$ cat config.mk
export PLATFORM = sky130hd
export DESIGN_NAME = smbios_structure_string_finder
export DESIGN_NICKNAME = d
export VERILOG_FILES = /design/src/hw/rtl/sstr_pkg.sv /design/src/hw/rtl/sstr_core.sv /design/src/hw/rtl/smbios_structure_string_finder.sv
export SDC_FILE = /design/constraint.sdc
export NUM_CORES = 1
export LEC_CHECK = 0
export BUFFER_PORTS_ARGS = -buffer_cell sky130_fd_sc_hd__buf_2
export CORE_ASPECT_RATIO = 1.75
export CORE_MARGIN = 10
export CORE_UTILIZATION = 56
export CTS_CLUSTER_DIAMETER = 30
export DETAILED_ROUTE_END_ITERATION = 10
export HOLD_SLACK_MARGIN = 0.06
export PLACE_DENSITY = 0.79
export SYNTH_ARGS = -nofsm -noshare
export SYNTH_HDL_FRONTEND = slang
export SYNTH_SLANG_ARGS = --single-unit
$ cat constraint.sdc
create_clock -name i_clk -period 5.95 [get_ports i_clk]
set_input_delay 0 -clock i_clk [delete_from_list [all_inputs] [get_ports i_clk]]
set_output_delay 0 -clock i_clk [all_outputs]
set_load 0.01 [all_outputs]
$ cat src/hw/rtl/sstr_pkg.sv
// ----------------------------------------------------------------------------
// sstr_pkg
// Shared types and constants for the system-information string finder.
// ----------------------------------------------------------------------------
package sstr_pkg;

    // Structure type that closes the table, and the smallest legal length.
    localparam logic [7:0] TYPE_END   = 8'd127;
    localparam logic [7:0] MIN_LENGTH = 8'd4;

    // Configuration register indexes.
    localparam logic [1:0] CFG_WANTED_TYPE     = 2'd0;
    localparam logic [1:0] CFG_WANTED_OFFSET   = 2'd1;
    localparam logic [1:0] CFG_STRUCTURE_LIMIT = 2'd2;

    // Configuration reset values.
    localparam logic [7:0]  RST_WANTED_TYPE     = 8'd2;
    localparam logic [7:0]  RST_WANTED_OFFSET   = 8'd4;
    localparam logic [15:0] RST_STRUCTURE_LIMIT = 16'd0;

    // Input word kinds.
    localparam logic KIND_RESTART = 1'b0;

    typedef enum logic [1:0] {
        PH_HEADER  = 2'd0,
        PH_STRINGS = 2'd1,
        PH_EMIT    = 2'd2,
        PH_DONE    = 2'd3
    } t_phase;

    typedef enum logic [1:0] {
        ST_SEARCHING = 2'd0,
        ST_FOUND     = 2'd1,
        ST_MISSING   = 2'd2
    } t_status;

    typedef struct packed {
        logic [7:0]  wanted_type;
        logic [7:0]  wanted_offset;
        logic [15:0] structure_limit;
    } t_cfg;

    typedef struct packed {
        logic    prev_zero;
        logic    at_start;
        logic    lookup;
    } t_flags;

    typedef struct packed {
        t_status    status;
        logic       answer_valid;
        logic [7:0] answer_byte;
    } t_result;

endpackage

$ cat src/hw/rtl/sstr_core.sv
// ----------------------------------------------------------------------------
// sstr_core
// Search state and the per-word update: walks the structure headers, counts
// strings and picks out the characters of the wanted string.
// ----------------------------------------------------------------------------
module sstr_core
    import sstr_pkg::*;
(
    input  logic       i_clk,
    input  logic       i_rst_n,
    input  logic       i_advance,
    input  logic       i_kind,
    input  logic [7:0] i_byte,
    input  t_cfg       i_cfg,
    output t_result    o_result
);

    t_phase      r_phase,     n_phase;
    logic [7:0]  r_pos,       n_pos;
    logic [7:0]  r_length,    n_length;
    logic [7:0]  r_type,      n_type;
    logic [7:0]  r_wanted_no, n_wanted_no;
    logic [7:0]  r_counter,   n_counter;
    t_flags      r_flags,     n_flags;
    logic [15:0] r_seen,      n_seen;
    t_status     r_status,    n_status;

    // State register: updated once for every word that moves on.
    always_ff @(posedge i_clk) begin
        if (!i_rst_n) begin
            r_phase     <= PH_HEADER;
            r_pos       <= '0;
            r_length    <= '0;
            r_type      <= '0;
            r_wanted_no <= '0;
            r_counter   <= 8'd1;
            r_flags     <= '0;
            r_seen      <= '0;
            r_status    <= ST_SEARCHING;
        end else if (i_advance) begin
            r_phase     <= n_phase;
            r_pos       <= n_pos;
            r_length    <= n_length;
            r_type      <= n_type;
            r_wanted_no <= n_wanted_no;
            r_counter   <= n_counter;
            r_flags     <= n_flags;
            r_seen      <= n_seen;
            r_status    <= n_status;
        end
    end

    // Next state and the result for the current word.
    always_comb begin
        logic [7:0]  len_v;
        logic [7:0]  type_v;
        logic [7:0]  no_v;
        logic [7:0]  pos_inc;
        logic [15:0] seen_v;
        logic        match;
        logic        emit;
        t_flags      fl;
        logic [7:0]  cnt;

        n_phase     = r_phase;
        n_pos       = r_pos;
        n_length    = r_length;
        n_type      = r_type;
        n_wanted_no = r_wanted_no;
        n_counter   = r_counter;
        n_flags     = r_flags;
        n_seen      = r_seen;
        n_status    = r_status;
        emit        = 1'b0;
        len_v       = r_length;
        type_v      = r_type;
        no_v        = r_wanted_no;
        pos_inc     = r_pos + 8'd1;
        seen_v      = r_seen;
        match       = 1'b0;
        fl          = r_flags;
        cnt         = r_counter;

        if (i_kind == KIND_RESTART) begin
            n_phase     = PH_HEADER;
            n_pos       = '0;
            n_length    = '0;
            n_type      = '0;
            n_wanted_no = '0;
            n_counter   = 8'd1;
            n_flags     = '0;
            n_seen      = '0;
            n_status    = ST_SEARCHING;
            if (i_cfg.structure_limit == 16'd0) begin
                n_status = ST_MISSING;
                n_phase  = PH_DONE;
            end
        end else begin
            unique case (r_phase)
                PH_HEADER: begin
                    if (r_pos == 8'd0 &&
                        (r_seen >= i_cfg.structure_limit || i_byte == TYPE_END)) begin
                        n_status = ST_MISSING;
                        n_phase  = PH_DONE;
                    end else if (r_pos == 8'd1 && i_byte < MIN_LENGTH) begin
                        n_status = ST_MISSING;
                        n_phase  = PH_DONE;
                    end else begin
                        // Capture the header fields and the string number.
                        if (r_pos == 8'd0) begin
                            type_v = i_byte;
                            no_v   = '0;
                        end
                        if (r_pos == 8'd1) begin
                            len_v = i_byte;
                        end
                        if (r_pos == i_cfg.wanted_offset) begin
                            no_v = i_byte;
                        end
                        n_type      = type_v;
                        n_length    = len_v;
                        n_wanted_no = no_v;
                        // The formatted area ends: decide the match now.
                        if (r_pos != 8'd0 && pos_inc >= len_v) begin
                            match = (type_v == i_cfg.wanted_type) &&
                                    (len_v > i_cfg.wanted_offset) &&
                                    (no_v != 8'd0);
                            n_phase   = PH_STRINGS;
                            n_counter = 8'd1;
                            n_flags   = '{prev_zero: 1'b0, at_start: 1'b1, lookup: match};
                        end else begin
                            n_pos = pos_inc;
                        end
                    end
                end
                PH_STRINGS: begin
                    // String counting while the lookup is still live.
                    if (fl.lookup) begin
                        if (fl.at_start) begin
                            if (i_byte == 8'd0) begin
                                fl.lookup = 1'b0;
                            end else if (cnt == r_wanted_no) begin
                                emit = 1'b1;
                            end else begin
                                fl.at_start = 1'b0;
                            end
                        end else if (i_byte == 8'd0) begin
                            fl.at_start = 1'b1;
                            cnt         = cnt + 8'd1;
                        end
                    end
                    n_counter = cnt;
                    if (emit) begin
                        n_phase = PH_EMIT;
                    end else if (i_byte == 8'd0 && fl.prev_zero) begin
                        // Two zeros in a row close the structure.
                        if (r_seen != 16'hFFFF) begin
                            seen_v = r_seen + 16'd1;
                        end
                        n_seen = seen_v;
                        if (seen_v >= i_cfg.structure_limit) begin
                            n_status = ST_MISSING;
                            n_phase  = PH_DONE;
                        end else begin
                            n_phase = PH_HEADER;
                            n_pos   = '0;
                        end
                    end else begin
                        fl.prev_zero = (i_byte == 8'd0);
                    end
                    n_flags = fl;
                end
                PH_EMIT: begin
                    if (i_byte == 8'd0) begin
                        n_status = ST_FOUND;
                        n_phase  = PH_DONE;
                    end else begin
                        emit = 1'b1;
                    end
                end
                PH_DONE: begin
                end
                default: begin
                end
            endcase
        end

        o_result.answer_valid = emit;
        o_result.answer_byte  = emit ? i_byte : 8'd0;
        o_result.status       = n_status;
    end

    // A character is only ever produced while a string set is being read.
    a_emit_phase: assert property (@(posedge i_clk) disable iff (!i_rst_n)
        i_advance && o_result.answer_valid |->
            (r_phase == PH_STRINGS || r_phase == PH_EMIT))
        else $error("character produced outside a string set");

    // A final status always comes with the finished phase.
    a_status_done: assert property (@(posedge i_clk) disable iff (!i_rst_n)
        r_status != ST_SEARCHING |-> r_phase == PH_DONE)
        else $error("final status without finished phase");

    // The wanted string is only entered through a live lookup.
    a_emit_lookup: assert property (@(posedge i_clk) disable iff (!i_rst_n)
        r_phase == PH_EMIT |-> r_flags.lookup && r_wanted_no != 8'd0)
        else $error("string emission without lookup");

    // A restart with a nonzero limit puts the search back to searching.
    a_restart: assert property (@(posedge i_clk) disable iff (!i_rst_n)
        i_advance && i_kind == KIND_RESTART && i_cfg.structure_limit != 16'd0 |=>
            r_status == ST_SEARCHING && r_phase == PH_HEADER && r_seen == 16'd0)
        else $error("restart did not clear the search");

endmodule

$ cat src/hw/rtl/smbios_structure_string_finder.sv
// ----------------------------------------------------------------------------
// smbios_structure_string_finder
// Scans a structure table word by word and streams out the characters of
// the wanted string field of the first matching structure.
// ----------------------------------------------------------------------------
//  Channel   Direction  Contents
//  s_axis    in         tuser: kind; tdata: table byte
//  m_axis    out        tuser: answer valid; tdata: answer byte, status
//  cfg       in         write enable, register index, 16-bit write data
//
// One word is taken every cycle unless m_axis stalls. It waits in the input
// register; the single state update per byte then sets the output register.
// Reset (synchronous, active low) clears the search and loads register
// defaults. A stall on m_axis holds the result; the input register then
// fills and s_axis_tready falls until the output is taken.
// ----------------------------------------------------------------------------
module smbios_structure_string_finder
    import sstr_pkg::*;
(
    input  logic        i_clk,
    input  logic        i_rst_n,
    input  logic        s_axis_tvalid,
    output logic        s_axis_tready,
    input  logic [7:0]  s_axis_tdata,   // [7:0] table byte
    input  logic        s_axis_tuser,   // [0] kind
    output logic        m_axis_tvalid,
    input  logic        m_axis_tready,
    output logic [15:0] m_axis_tdata,   // [7:0] answer byte, [9:8] status, zero fill
    output logic        m_axis_tuser,   // [0] answer valid
    input  logic        i_cfg_we,
    input  logic [1:0]  i_cfg_index,
    input  logic [15:0] i_cfg_data
);

    t_cfg       r_cfg;
    logic       r_in_valid;
    logic       r_in_kind;
    logic [7:0] r_in_byte;
    logic       r_out_valid;
    t_result    r_out;
    t_result    core_result;
    logic       advance;

    // The input word moves on whenever the output register is free or drains.
    assign advance       = r_in_valid && (!r_out_valid || m_axis_tready);
    assign s_axis_tready = !r_in_valid || advance;

    // Configuration registers.
    always_ff @(posedge i_clk) begin
        if (!i_rst_n) begin
            r_cfg.wanted_type     <= RST_WANTED_TYPE;
            r_cfg.wanted_offset   <= RST_WANTED_OFFSET;
            r_cfg.structure_limit <= RST_STRUCTURE_LIMIT;
        end else if (i_cfg_we) begin
            unique case (i_cfg_index)
                CFG_WANTED_TYPE:     r_cfg.wanted_type     <= i_cfg_data[7:0];
                CFG_WANTED_OFFSET:   r_cfg.wanted_offset   <= i_cfg_data[7:0];
                CFG_STRUCTURE_LIMIT: r_cfg.structure_limit <= i_cfg_data;
                default: begin
                end
            endcase
        end
    end

    // Input register.
    always_ff @(posedge i_clk) begin
        if (!i_rst_n) begin
            r_in_valid <= 1'b0;
        end else if (s_axis_tready) begin
            r_in_valid <= s_axis_tvalid;
        end
    end

    always_ff @(posedge i_clk) begin
        if (s_axis_tready && s_axis_tvalid) begin
            r_in_kind <= s_axis_tuser;
            r_in_byte <= s_axis_tdata;
        end
    end

    sstr_core u_core (
        .i_clk     (i_clk),
        .i_rst_n   (i_rst_n),
        .i_advance (advance),
        .i_kind    (r_in_kind),
        .i_byte    (r_in_byte),
        .i_cfg     (r_cfg),
        .o_result  (core_result)
    );

    // Output register.
    always_ff @(posedge i_clk) begin
        if (!i_rst_n) begin
            r_out_valid <= 1'b0;
        end else if (!r_out_valid || m_axis_tready) begin
            r_out_valid <= r_in_valid;
        end
    end

    always_ff @(posedge i_clk) begin
        if (advance) begin
            r_out <= core_result;
        end
    end

    assign m_axis_tvalid = r_out_valid;
    assign m_axis_tuser  = r_out.answer_valid;
    assign m_axis_tdata  = {6'd0, r_out.status, r_out.answer_byte};

endmodule

==> results_dict.tcl <==
set metrics [dict create \
    finalNetCount 965 \
    synth-compound-area-share 0.177 \
    worst_ep_arrival_time_ns 4.41 \
    status "finished clean" \
    drt-met1-wl_um 7580 \
    worstPathCellList "and4_1 -> nand4_1 -> nor3_2 -> nor2_1 -> and4_1 -> xor2_1 -> ha_1 -> nor3_1 -> nor2_1 -> o211a_1 -> nand2_1 -> a21oi_1 -> nor4b_1 -> a31o_2" \
    hold_buffers 30 \
    cts_tree "done" \
    place.port_buffers 44 \
    grt_first_pass_wirelength_um 31700 \
    min_path_type "in -> reg" \
    async_reset_ff_frac 0 \
    coreArea_sq_um 12500 \
    ant_nets 0 \
    synthAdderAreaFrac 0.0997 \
    relSlewSlack 0.228 \
    finalWirelength_um 19800 \
    grtUsageTotal 0.220 \
    hpwl_um 14100 \
    drive_above_1_share 0.116 \
    synth_seq_cells 117 \
    finalSetupTns_ns 0 \
    fin_area_sq_um 8310 \
    dp.cells 995 \
    stdcell_count 1057 \
    synth_top_area_cell "dfxtp_1" \
    max-clock-path-buffers 2 \
    finalClockSkew_ns 0.0116 \
    hold_viol 0 \
    routedWlPerCell_um 18.7 \
    ys_warn_count 0 \
    synth_top_family_by_area "simple AND/OR/NAND/NOR gates" \
    path_class "reg -> reg" \
    cp-start-kind "flop" \
    die_h_um 170 \
    ys_seq_area_frac 0.355 \
    worstSetupEndpointType "flop" \
    power_leakage_nw 3.52 \
    io-pin-count 51 \
    required_ns 6.26 \
    synth_common_cells "dfxtp_1 (97), nand2_1 (85), nor2_1 (73)" \
    timing.fmax_ghz 0.244 \
    clk_latency_ns 0.42 \
    placed_area_sq_um 7430 \
    min_period_ns 4.10 \
    cts-root-buf "clkbuf_16" \
    synth-simple-area-share 0.211 \
    power_density_nw_per_um2 256 \
    cpMaxStageDelayCell "a21oi_1" \
    rsz0062_at_grt "no" \
    routabilityCongestion 0.982 \
    drt_first_pass_iters 5 \
    setup_violations 0 \
    muxShareOfSynthArea 0.0509 \
    synth_area_per_cell_sq_um 8.79 \
    cts_sinks 117 \
    max-cap-violations 0 \
    num_antenna_cells 0 \
    total_power_mw 2.13 \
    holdWs_ns 0.128 \
    grt_pass1_vias 6114 \
    num_rows 54 \
    drc 0 \
    ys.flop_type "dfxtp_1" \
    dr_wl_met2_um 10700 \
    highest-signal-layer "met4" \
    htreeDepth 4 \
    cpPeakStageDelay_ns 0.80 \
    synth_area_leaders "dfxtp_1 (27%), ha_1 (10%), edfxtp_1 (8.4%)" \
    cp_max_fo 16 \
    clk_pin_slew_ns 0.06 \
    netlist.area_leader.share 0.271 \
    antenna_found_initial 0 \
    dr_wl_met3_um 633 \
    syn-cell-area_sq_um 7150 \
    synth_most_common_cell "dfxtp_1" \
    initial_core_util 0.572 \
    yosysUniqueCellTypes 83 \
    synth_xor_area_frac 0.0563 \
    synthCells 814 \
    cts_setup_buffers 0 \
    grt-ovfl-total 0 \
    die_w_um 105 \
    synth-edff-count 20 \
    die_area_sq_um 17900 \
    num_vias 6327 \
    area_growth_pct 16.2 \
    avgViaCountPerCell 5.99 \
    drv_slew 0 \
    drt_iter0_markers 496 \
    tightestPinTransition_ns 1.16 \
    ir_drop_mv 0.182 \
    finalCritPeriodShare 0.689 \
    cts_resized 0 \
    cts_buffers 17 \
    grt_max_degree 52 \
]
==> final cells by class <==
type                            instances  area [sq um]
Fill cell                            1035          4190
Clock inverter                         15           156
Tap cell                              168           210
Multi-Input combinational cell        621          4280
Timing Repair Buffer                   76           536
Inverter                               43           161
Sequential cell                       117          2540
Clock buffer                           17           425
==> state kept, by name, summed over array words and instances, names as in the netlist <==
| register | count |
|---|---|
| r_in_byte | 8 |
| u_core.r_status | 2 |
| m_axis_tvalid | 1 |
| r_cfg | 32 |
| u_core.r_wanted_no | 8 |
| u_core.r_seen | 16 |
| u_core.r_length | 8 |
| u_core.r_type | 8 |
| u_core.r_flags | 3 |
| u_core.r_phase | 2 |
| m_axis_tdata | 10 |
| u_core.r_pos | 8 |
| u_core.r_counter | 8 |
| r_in_valid | 1 |
| r_in_kind | 1 |
| m_axis_tuser | 1 |
==> critical path: cells and delay by family, from the launching register on <==
kind / cells / cell delay (ns)
adder cells (fa/ha/maj): 1 / 0.28
flip-flops: 1 / 0.48
XOR/XNOR: 1 / 0.15
AO/OA/AOI/OAI: 3 / 1.22
AND/OR/NAND/NOR: 9 / 1.87
==> layer usage <==
metal,up-vias,track usage
li1,3063,-
met1,3032,0.231
met2,173,0.404
met3,59,0.0369
met4,0,0.119
met5,-,0
==> where the power goes <==
group | total [mW] | internal (mW) | switching (mW)
clock | 1.02 | 0.617 | 0.400
sequential | 0.854 | 0.827 | 0.0272
combinational | 0.255 | 0.0959 | 0.159
==> placed cells by master, fill, tap and decap left out, drive strengths merged, types with 5 or more instances in the layout <==
master,Yosys,final
mux2i,33,33
nor2,73,73
nor3,17,17
buf,19,46
xnor2,26,26
a21oi,46,46
or3,7,7
o21a,7,7
nor2b,5,5
and2,13,13
a22o,21,21
nand2b,8,8
o211ai,7,7
clkinv,1,8
nand2,86,86
nand3,17,17
clkbuf,19,17
a21o,5,5
nor4,14,14
conb,1,6
and3,20,20
inv,42,44
nor3b,5,5
a31oi,18,18
edfxtp,20,20
a211oi,6,6
dlygate4sd3,0,30
dfxtp,97,97
xor2,20,20
o21ai,33,33
o31ai,5,5
ha,57,57
nand4,17,17
==> path summary, 6_finish.rpt <==
path | endpoint | from | cells after the start | slack (ns)
hold reg to reg | r_cfg[6] | r_cfg[6] | 2 | 0.46
setup reg to reg | u_core.r_pos[5] | u_core.r_seen[4] | 14 | 1.85
setup / recovery | u_core.r_pos[5] | u_core.r_seen[4] | 14 | 1.85
hold / removal | r_cfg[27] | i_cfg_index[0] | 5 | 0.13
==> through the flow <==
| stage | util | setup slack, ns |
|---|---|---|
| after floorplan | - | 2.52 |
| after global placement | 0.594 | 2.07 |
| after detailed placement | 0.594 | 1.92 |
| after CTS | 0.665 | 1.90 |
| after global routing | 0.665 | 1.53 |
| final | 0.665 | 1.85 |
==> cell families after synthesis <==
logic type,Yosys count
AND/OR/NAND/NOR,296
AO/OA/AOI/OAI,180
flip-flops,117
buffers and inverters,81
adder cells (fa/ha/maj),57
XOR/XNOR,46
multiplexers,36
other,1
(Power assumes the default switching activity.)
